==> config.mk <==
export PLATFORM = sky130hd
export DESIGN_NAME = sorted_insert_array_flat
export DESIGN_NICKNAME = d
export VERILOG_FILES = /design/src/hw/rtl/sia_pkg.sv /design/src/hw/rtl/sia_if.sv /design/src/hw/rtl/sia_cell.sv /design/src/hw/rtl/sia_encode.sv /design/src/hw/rtl/sia_csr.sv /design/src/hw/rtl/sorted_insert_array.sv /design/src/flat_wrapper.sv
export SDC_FILE = /design/constraint.sdc
export NUM_CORES = 2
export LEC_CHECK = 0
export ABC_AREA = 1
export CAP_MARGIN = 20
export CORE_MARGIN = 2
export CORE_UTILIZATION = 45
export CTS_CLUSTER_SIZE = 40
export DETAILED_ROUTE_END_ITERATION = 7
export DONT_BUFFER_PORTS = 1
export GPL_TIMING_DRIVEN = 0
export SYNTH_ARGS = -nofsm -noshare
export SYNTH_HDL_FRONTEND = slang
export SYNTH_HIERARCHICAL = 1
export SYNTH_SLANG_ARGS = --single-unit
==> constraint.sdc <==
create_clock -name clock -period 8.98 [get_ports clock]
set_clock_uncertainty 0.2 [all_clocks]
set_input_delay 0.898 -clock clock [delete_from_list [all_inputs] [get_ports clock]]
set_output_delay 0.898 -clock clock [all_outputs]
set_load 0.05 [all_outputs]
==> src/hw/rtl/sia_pkg.sv <==
// ----------------------------------------------------------------------------
// sia_pkg
// Types and constants shared by the sorted insertion array and its cells.
// ----------------------------------------------------------------------------
package sia_pkg;

   localparam int VALUE_W = 32;
   localparam int CNT_W   = 5;
   localparam int POS_W   = 4;
   localparam int STAT_W  = 2;
   localparam int CSR_IDX_W  = 8;
   localparam int CSR_DATA_W = 32;

   // register indexes
   localparam logic [CSR_IDX_W-1:0] CSR_CAPACITY  = 8'd0;
   localparam logic [CSR_IDX_W-1:0] CSR_ALLOW_DUP = 8'd1;

   localparam logic [CNT_W-1:0] CAPACITY_RESET  = 5'd16;
   localparam logic             ALLOW_DUP_RESET = 1'b1;

   typedef enum logic [STAT_W-1:0] {
      ST_INSERTED = 2'd0,
      ST_FULL     = 2'd1,
      ST_DUP      = 2'd2
   } status_type;

   // handed from one cell to the next
   typedef struct packed {
      logic                      after;
      logic signed [VALUE_W-1:0] value;
   } link_type;

   // configuration as seen by the datapath
   typedef struct packed {
      logic [CNT_W-1:0] capacity;
      logic             allow_dup;
   } cfg_type;

endpackage

==> src/hw/rtl/sia_if.sv <==
// ----------------------------------------------------------------------------
// sia channel interfaces
// Valid/ready channels for values in, results out and register writes.
// ----------------------------------------------------------------------------
interface sia_req_if;
   logic                               valid;
   logic                               ready;
   logic signed [sia_pkg::VALUE_W-1:0] new_value;

   modport source (output valid, output new_value, input ready);
   modport sink   (input valid, input new_value, output ready);
endinterface

interface sia_rsp_if;
   logic                        valid;
   logic                        ready;
   logic [sia_pkg::STAT_W-1:0]  status;
   logic [sia_pkg::POS_W-1:0]   position;
   logic [sia_pkg::CNT_W-1:0]   entry_count;

   modport source (output valid, output status, output position, output entry_count,
                   input ready);
   modport sink   (input valid, input status, input position, input entry_count,
                   output ready);
endinterface

interface sia_csr_if;
   logic                              valid;
   logic                              ready;
   logic [sia_pkg::CSR_IDX_W-1:0]     index;
   logic [sia_pkg::CSR_DATA_W-1:0]    data;

   modport source (output valid, output index, output data, input ready);
   modport sink   (input valid, input index, input data, output ready);
endinterface

==> src/hw/rtl/sia_cell.sv <==
// ----------------------------------------------------------------------------
// sia_cell
// One slot of the sorted row: compares its entry with the offered value and
// takes either its left neighbor's entry or the new value on an insert.
// ----------------------------------------------------------------------------
module sia_cell (
   input  logic                               clock,
   input  logic                               wr_en,
   input  logic                               held,
   input  logic signed [sia_pkg::VALUE_W-1:0] new_value,
   input  sia_pkg::link_type                  prev,
   output sia_pkg::link_type                  next,
   output logic                               equal
);

   logic signed [sia_pkg::VALUE_W-1:0] entry_ff;
   logic signed [sia_pkg::VALUE_W-1:0] entry_in;
   logic                               greater;

   always_comb begin
      greater    = entry_ff > new_value;
      next.after = !held || greater;
      next.value = entry_ff;
      equal      = entry_ff == new_value;
      // left neighbor past the gap: shift up, else this is the gap
      entry_in   = prev.after ? prev.value : new_value;
   end

   always_ff @(posedge clock) begin
      if (wr_en && next.after) begin
         entry_ff <= entry_in;
      end
   end

endmodule

==> src/hw/rtl/sia_encode.sv <==
// ----------------------------------------------------------------------------
// sia_encode
// One-hot to binary index encoder over the cell row.
// ----------------------------------------------------------------------------
module sia_encode #(
   parameter int N = 16,
   parameter int W = 4
) (
   input  logic [N-1:0] hot,
   output logic [W-1:0] idx
);

   always_comb begin
      idx = '0;
      for (int i = 0; i < N; i++) begin
         if (hot[i]) begin
            idx = idx | W'(i);
         end
      end
   end

endmodule

==> src/hw/rtl/sia_csr.sv <==
// ----------------------------------------------------------------------------
// sia_csr
// Configuration registers: capacity limit and duplicate policy.
// ----------------------------------------------------------------------------
module sia_csr (
   input  logic              clock,
   input  logic              reset,
   sia_csr_if.sink           csr_chan,
   output sia_pkg::cfg_type  cfg
);

   logic [sia_pkg::CNT_W-1:0] capacity_ff;
   logic [sia_pkg::CNT_W-1:0] capacity_in;
   logic                      allow_dup_ff;
   logic                      allow_dup_in;

   assign csr_chan.ready = 1'b1;

   always_comb begin
      capacity_in  = capacity_ff;
      allow_dup_in = allow_dup_ff;
      if (csr_chan.valid) begin
         unique case (csr_chan.index)
            sia_pkg::CSR_CAPACITY:  capacity_in  = csr_chan.data[sia_pkg::CNT_W-1:0];
            sia_pkg::CSR_ALLOW_DUP: allow_dup_in = csr_chan.data[0];
            default: ;
         endcase
      end
   end

   always_ff @(posedge clock) begin
      if (reset) begin
         capacity_ff  <= sia_pkg::CAPACITY_RESET;
         allow_dup_ff <= sia_pkg::ALLOW_DUP_RESET;
      end else begin
         capacity_ff  <= capacity_in;
         allow_dup_ff <= allow_dup_in;
      end
   end

   assign cfg.capacity  = capacity_ff;
   assign cfg.allow_dup = allow_dup_ff;

endmodule

==> src/hw/rtl/sorted_insert_array.sv <==
// ----------------------------------------------------------------------------
// sorted_insert_array
// Keeps a bounded list of signed values in ascending order in a row of
// compare-and-shift cells; reports status, position and count per value.
// ----------------------------------------------------------------------------
//
//   channel    dir   payload                              role
//   req_chan   in    new_value                            value to insert
//   rsp_chan   out   status, position, entry_count        one result per item
//   csr_chan   in    index, data                          register write
//
// one item per cycle: every cell compares against the value at once and the
// row shifts at the accepting edge; the result goes to an output register
// while req_chan stays ready if that register is empty or being taken.
// a stalled result holds req_chan off until it is taken.
// reset clears the count and loads the register defaults; cell contents are
// not cleared, only entries below the count are ever looked at.
// ----------------------------------------------------------------------------
module sorted_insert_array #(
   parameter int LIST_DEPTH = 16
) (
   input  logic      clock,
   input  logic      reset,
   sia_req_if.sink   req_chan,
   sia_rsp_if.source rsp_chan,
   sia_csr_if.sink   csr_chan
);

   localparam int IDX_W     = (LIST_DEPTH > 1) ? $clog2(LIST_DEPTH) : 1;
   // the count register cannot go past its own range
   localparam int DEPTH_CAP = (LIST_DEPTH < 31) ? LIST_DEPTH : 31;
   localparam logic [sia_pkg::CNT_W-1:0] DEPTH_LIM = sia_pkg::CNT_W'(DEPTH_CAP);

   sia_pkg::cfg_type  cfg;
   sia_pkg::link_type chain [LIST_DEPTH+1];

   logic [LIST_DEPTH-1:0] held;
   logic [LIST_DEPTH-1:0] equal;
   logic [LIST_DEPTH:0]   after_ext;
   logic [LIST_DEPTH-1:0] ins_hot;
   logic [LIST_DEPTH-1:0] dup_hot;
   logic [IDX_W-1:0]      ins_idx;
   logic [IDX_W-1:0]      dup_idx;

   logic [sia_pkg::CNT_W-1:0] count_ff;
   logic [sia_pkg::CNT_W-1:0] count_in;
   logic [sia_pkg::CNT_W-1:0] cap_eff;
   logic                      full;
   logic                      is_dup;
   logic                      accept;
   logic                      wr_en;

   logic                        rsp_valid_ff;
   logic                        rsp_valid_in;
   sia_pkg::status_type         status_ff;
   sia_pkg::status_type         status_in;
   logic [sia_pkg::POS_W-1:0]   position_ff;
   logic [sia_pkg::POS_W-1:0]   position_in;
   logic [sia_pkg::CNT_W-1:0]   entry_count_ff;
   logic [sia_pkg::CNT_W-1:0]   entry_count_in;

   sia_csr u_csr (
      .clock    (clock),
      .reset    (reset),
      .csr_chan (csr_chan),
      .cfg      (cfg)
   );

   assign chain[0].after = 1'b0;
   assign chain[0].value = '0;

   for (genvar i = 0; i < LIST_DEPTH; i++) begin : g_cell
      if (i < DEPTH_CAP) begin : g_live
         assign held[i] = count_ff > sia_pkg::CNT_W'(i);
      end else begin : g_dead
         assign held[i] = 1'b0;
      end

      sia_cell u_cell (
         .clock     (clock),
         .wr_en     (wr_en),
         .held      (held[i]),
         .new_value (req_chan.new_value),
         .prev      (chain[i]),
         .next      (chain[i+1]),
         .equal     (equal[i])
      );
   end

   always_comb begin
      after_ext[LIST_DEPTH] = 1'b1;
      for (int i = 0; i < LIST_DEPTH; i++) begin
         after_ext[i] = chain[i+1].after;
      end
      for (int i = 0; i < LIST_DEPTH; i++) begin
         ins_hot[i] = after_ext[i] & ~chain[i].after;
         // last equal entry sits right below the gap
         dup_hot[i] = ~after_ext[i] & after_ext[i+1] & equal[i];
      end
   end

   sia_encode #(.N(LIST_DEPTH), .W(IDX_W)) u_ins_enc (
      .hot (ins_hot),
      .idx (ins_idx)
   );

   sia_encode #(.N(LIST_DEPTH), .W(IDX_W)) u_dup_enc (
      .hot (dup_hot),
      .idx (dup_idx)
   );

   assign cap_eff         = (cfg.capacity > DEPTH_LIM) ? DEPTH_LIM : cfg.capacity;
   assign full            = count_ff >= cap_eff;
   assign is_dup          = !cfg.allow_dup && (|dup_hot);
   assign req_chan.ready  = !rsp_valid_ff || rsp_chan.ready;
   assign accept          = req_chan.valid && req_chan.ready;
   assign wr_en           = accept && !full && !is_dup;

   always_comb begin
      count_in       = count_ff;
      rsp_valid_in   = rsp_valid_ff;
      status_in      = status_ff;
      position_in    = position_ff;
      entry_count_in = entry_count_ff;
      if (rsp_valid_ff && rsp_chan.ready) begin
         rsp_valid_in = 1'b0;
      end
      if (accept) begin
         rsp_valid_in = 1'b1;
         if (full) begin
            status_in      = sia_pkg::ST_FULL;
            position_in    = '0;
            entry_count_in = count_ff;
         end else if (is_dup) begin
            status_in      = sia_pkg::ST_DUP;
            position_in    = sia_pkg::POS_W'(dup_idx);
            entry_count_in = count_ff;
         end else begin
            count_in       = count_ff + 1'b1;
            status_in      = sia_pkg::ST_INSERTED;
            position_in    = sia_pkg::POS_W'(ins_idx);
            entry_count_in = count_ff + 1'b1;
         end
      end
   end

   always_ff @(posedge clock) begin
      if (reset) begin
         count_ff     <= '0;
         rsp_valid_ff <= 1'b0;
      end else begin
         count_ff     <= count_in;
         rsp_valid_ff <= rsp_valid_in;
      end
   end

   always_ff @(posedge clock) begin
      status_ff      <= status_in;
      position_ff    <= position_in;
      entry_count_ff <= entry_count_in;
   end

   assign rsp_chan.valid       = rsp_valid_ff;
   assign rsp_chan.status      = status_ff;
   assign rsp_chan.position    = position_ff;
   assign rsp_chan.entry_count = entry_count_ff;

endmodule
==> src/flat_wrapper.sv <==
// flat-port wrapper written by rule: the top's interface ports become plain ports
module sorted_insert_array_flat 
#(
   parameter int LIST_DEPTH = 16
)
  (clock, reset, req_chan_valid, req_chan_new_value, req_chan_ready, rsp_chan_valid, rsp_chan_status, rsp_chan_position, rsp_chan_entry_count, rsp_chan_ready, csr_chan_valid, csr_chan_index, csr_chan_data, csr_chan_ready);
  sia_req_if req_chan_i ();
  sia_rsp_if rsp_chan_i ();
  sia_csr_if csr_chan_i ();
  input  logic clock;
  input  logic reset;
  input wire logic [$bits(req_chan_i.valid)-1:0] req_chan_valid;
  input wire logic [$bits(req_chan_i.new_value)-1:0] req_chan_new_value;
  output wire logic [$bits(req_chan_i.ready)-1:0] req_chan_ready;
  output wire logic [$bits(rsp_chan_i.valid)-1:0] rsp_chan_valid;
  output wire logic [$bits(rsp_chan_i.status)-1:0] rsp_chan_status;
  output wire logic [$bits(rsp_chan_i.position)-1:0] rsp_chan_position;
  output wire logic [$bits(rsp_chan_i.entry_count)-1:0] rsp_chan_entry_count;
  input wire logic [$bits(rsp_chan_i.ready)-1:0] rsp_chan_ready;
  input wire logic [$bits(csr_chan_i.valid)-1:0] csr_chan_valid;
  input wire logic [$bits(csr_chan_i.index)-1:0] csr_chan_index;
  input wire logic [$bits(csr_chan_i.data)-1:0] csr_chan_data;
  output wire logic [$bits(csr_chan_i.ready)-1:0] csr_chan_ready;
  assign req_chan_i.valid = req_chan_valid;
  assign req_chan_i.new_value = req_chan_new_value;
  assign req_chan_ready = req_chan_i.ready;
  assign rsp_chan_valid = rsp_chan_i.valid;
  assign rsp_chan_status = rsp_chan_i.status;
  assign rsp_chan_position = rsp_chan_i.position;
  assign rsp_chan_entry_count = rsp_chan_i.entry_count;
  assign rsp_chan_i.ready = rsp_chan_ready;
  assign csr_chan_i.valid = csr_chan_valid;
  assign csr_chan_i.index = csr_chan_index;
  assign csr_chan_i.data = csr_chan_data;
  assign csr_chan_ready = csr_chan_i.ready;
  sorted_insert_array #(.LIST_DEPTH(LIST_DEPTH)) u_core (.clock(clock), .reset(reset), .req_chan(req_chan_i), .rsp_chan(rsp_chan_i), .csr_chan(csr_chan_i));
endmodule
==> results.cfg <==
[outcome]
status = completed

[placement]
dp.cells = 5493
placement.io_buffers = 0
place.gp.congestion = 0.8595
dp_hpwl_microns = 75300

[setup_path]
critPathMaxStageDelay_ps = 650
rr_worst_depth = 16
required_ps = 9090
cpMaxStageDelayCell = a311oi_1
cp_common_cell = inv_1
arrival_ps = 4810
rr_startpoint = u_core/count_ff[1]
crit_fanout = 22
worstPathCellList = ha_1 > inv_1 > a311oi_1 > inv_1 > nand2_1 > inv_1 > nand3_1 > nand2_1 > nor2_1 > nand2_1 > o21ai_4 > nand2_4 > nor2_8 > inv_1 > a21oi_4 > buf_16
ff2ff_setup_slack_ps = 4280
r2r-end = u_core/g_cell[1].u_cell/entry_ff[25]
cp-end-kind = flop
cp-start-kind = flop
worst-setup-path-type = reg2reg

[logic_synthesis]
syn_area_sq_mm = 0.03694
netlist_instances = 4374
yosys_warnings = 6
syn_avg_cell_area_sq_um = 8.446

[min_path]
whs_path_depth = 1
holdCritStartpoint = reset
holdPathEnd = u_core/rsp_chan.valid
hold_path_class = in2reg

[timing]
setup_viol = 0
period_needed_ps = 4700
slew_violations = 0
finalCritPeriodShare_pct = 52.34
rsz0062_at_grt = false
tightest_slew_ps = 814.2
max_slew_margin_pct = 45.14
clock.fmax_mhz = 212.8
finalHoldViolations = 0
final.setup.tns_ps = 0

[floorplanning]
dieArea_sq_mm = 0.08440
coreArea_sq_mm = 0.08172
dieWidth_microns = 290.5
initial_core_util_pct = 45.21
ios = 91
die_h_microns = 290.5
rows = 105

[cells_and_area]
final_core_util_pct = 50.13
area_delta_synth_final_pct = 10.88
layoutNonFillerInstCount = 5609
antenna_cells = 0
post_route_cells_drive_above_1_share_pct = 6.587
final_nets = 5092

[routing]
wirelength_microns = 101900
drtPass1Iterations = 6
drt-vias-per-instance = 5.150
drc_errors = 0
num_vias = 28890
wire_per_inst_microns = 18.17
drtIter0Drc = 2054
postRouteAntennaNets = 0

[clock_network]
cts_setup_buffers = 0
numClockSinks = 535
tritoncts = yes
cts_hold_buf = 0
cts_max_level = 3
clkTransAtPathRegs_ps = 50
clk_latency_ps = 610
cts_buffers = 68
cts.repair.resized = 0
cts_buffer_depth = 3
cts_root_buf = clkbuf_16

[power]
p_leak_nw = 20.30
vdd_drop_max_mv = 0.1535
finalPower_mw = 9.427
power_density_mw_per_mm2 = 230.2

[global_routing]
grt_pass1_vias = 28460
antenna_found_initial = 0
grt_use_total_pct = 23.94
grt_max_degree = 33
grt_overflow = 0
grt_pass1_wl_microns = 157600

[job]
cap_violations = 0
metal layers:
metal | vias up | global-route usage [%] | share of wire, %
li1 | 14650 | - | -
met1 | 13530 | 29.92 | 43
met2 | 552 | 43.18 | 50
met3 | 158 | 2.784 | 4.0
met4 | 0 | 7.342 | 3.0
met5 | - | 0 | 0
area by class of cell:
| type | count | area (sq um) |
|---|---|---|
| Multi-Input combinational cell | 2975 | 17870 |
| Clock buffer | 89 | 1874 |
| Clock inverter | 27 | 201.4 |
| Buffer | 115 | 440.4 |
| Inverter | 781 | 2932 |
| Sequential cell | 535 | 15950 |
| Fill cell | 7897 | 40760 |
| Timing Repair Buffer | 17 | 362.8 |
| Tap cell | 1070 | 1339 |
worst max-delay path: cells and delay by family, from the launching register on:
kind	cells	cell delay (ps)
buffers and inverters	5	710
AOI/OAI and AO/OA	3	1500
DFF	1	560
adders and majority gates	1	360
and+or+nand+nor	7	1040
flip-flops by register name, indices dropped and copies added (netlist names):
register	count
u_core/g_cell.u_cell/entry_ff	512
u_core/count_ff	5
u_core/rsp_chan.entry_count	5
u_core/u_csr/capacity_ff	5
u_core/rsp_chan.position	4
u_core/rsp_chan.status	2
u_core/rsp_chan.valid	1
u_core/u_csr/allow_dup_ff	1
worst max-delay path by stage:
stage                                start  depth (start not counted)  slack (ps)                                     to
finish                  u_core/count_ff[1]                         16        4280   u_core/g_cell[1].u_cell/entry_ff[25]
global route            u_core/count_ff[1]                         16        3930  u_core/g_cell[12].u_cell/entry_ff[26]
CTS                     u_core/count_ff[1]                         16        4330   u_core/g_cell[1].u_cell/entry_ff[12]
detailed placement  req_chan_new_value[31]                         21        3820   u_core/g_cell[1].u_cell/entry_ff[25]
global placement    req_chan_new_value[31]                         20        3120   u_core/g_cell[0].u_cell/entry_ff[23]
floorplan           req_chan_new_value[31]                         20        4470    u_core/g_cell[0].u_cell/entry_ff[0]
cell usage in the layout (no fill, tap or decap), types with 40 or more instances in the layout:
cell          n
nor2_1      165
nand3_1      71
nand2_1    1198
clkbuf_16    71
inv_2        54
inv_1       727
o21ai_0     543
a21oi_1     229
nor2_2       40
edfxtp_1    523
clkbuf_1    127
ha_1        522
per-stage QoR:
step	cell area (sq um)	worst slack (ps)	hold WS (ps)
global placement	38400	3119	269.9
global route	40960	3930	147.6
detailed placement	38880	3823	274.8
finish	40960	4280	171.1
CTS	40960	4327	137.5
floorplan	37060	4467	252.0
where the power goes:
group / switching [mW] / internal (mW) / total [mW]
Combinational: 1.83 / 1.02 / 2.84
Sequential: 0.375 / 3.57 / 3.94
Clock: 1.10 / 1.55 / 2.64
(Power assumes the default switching activity.)
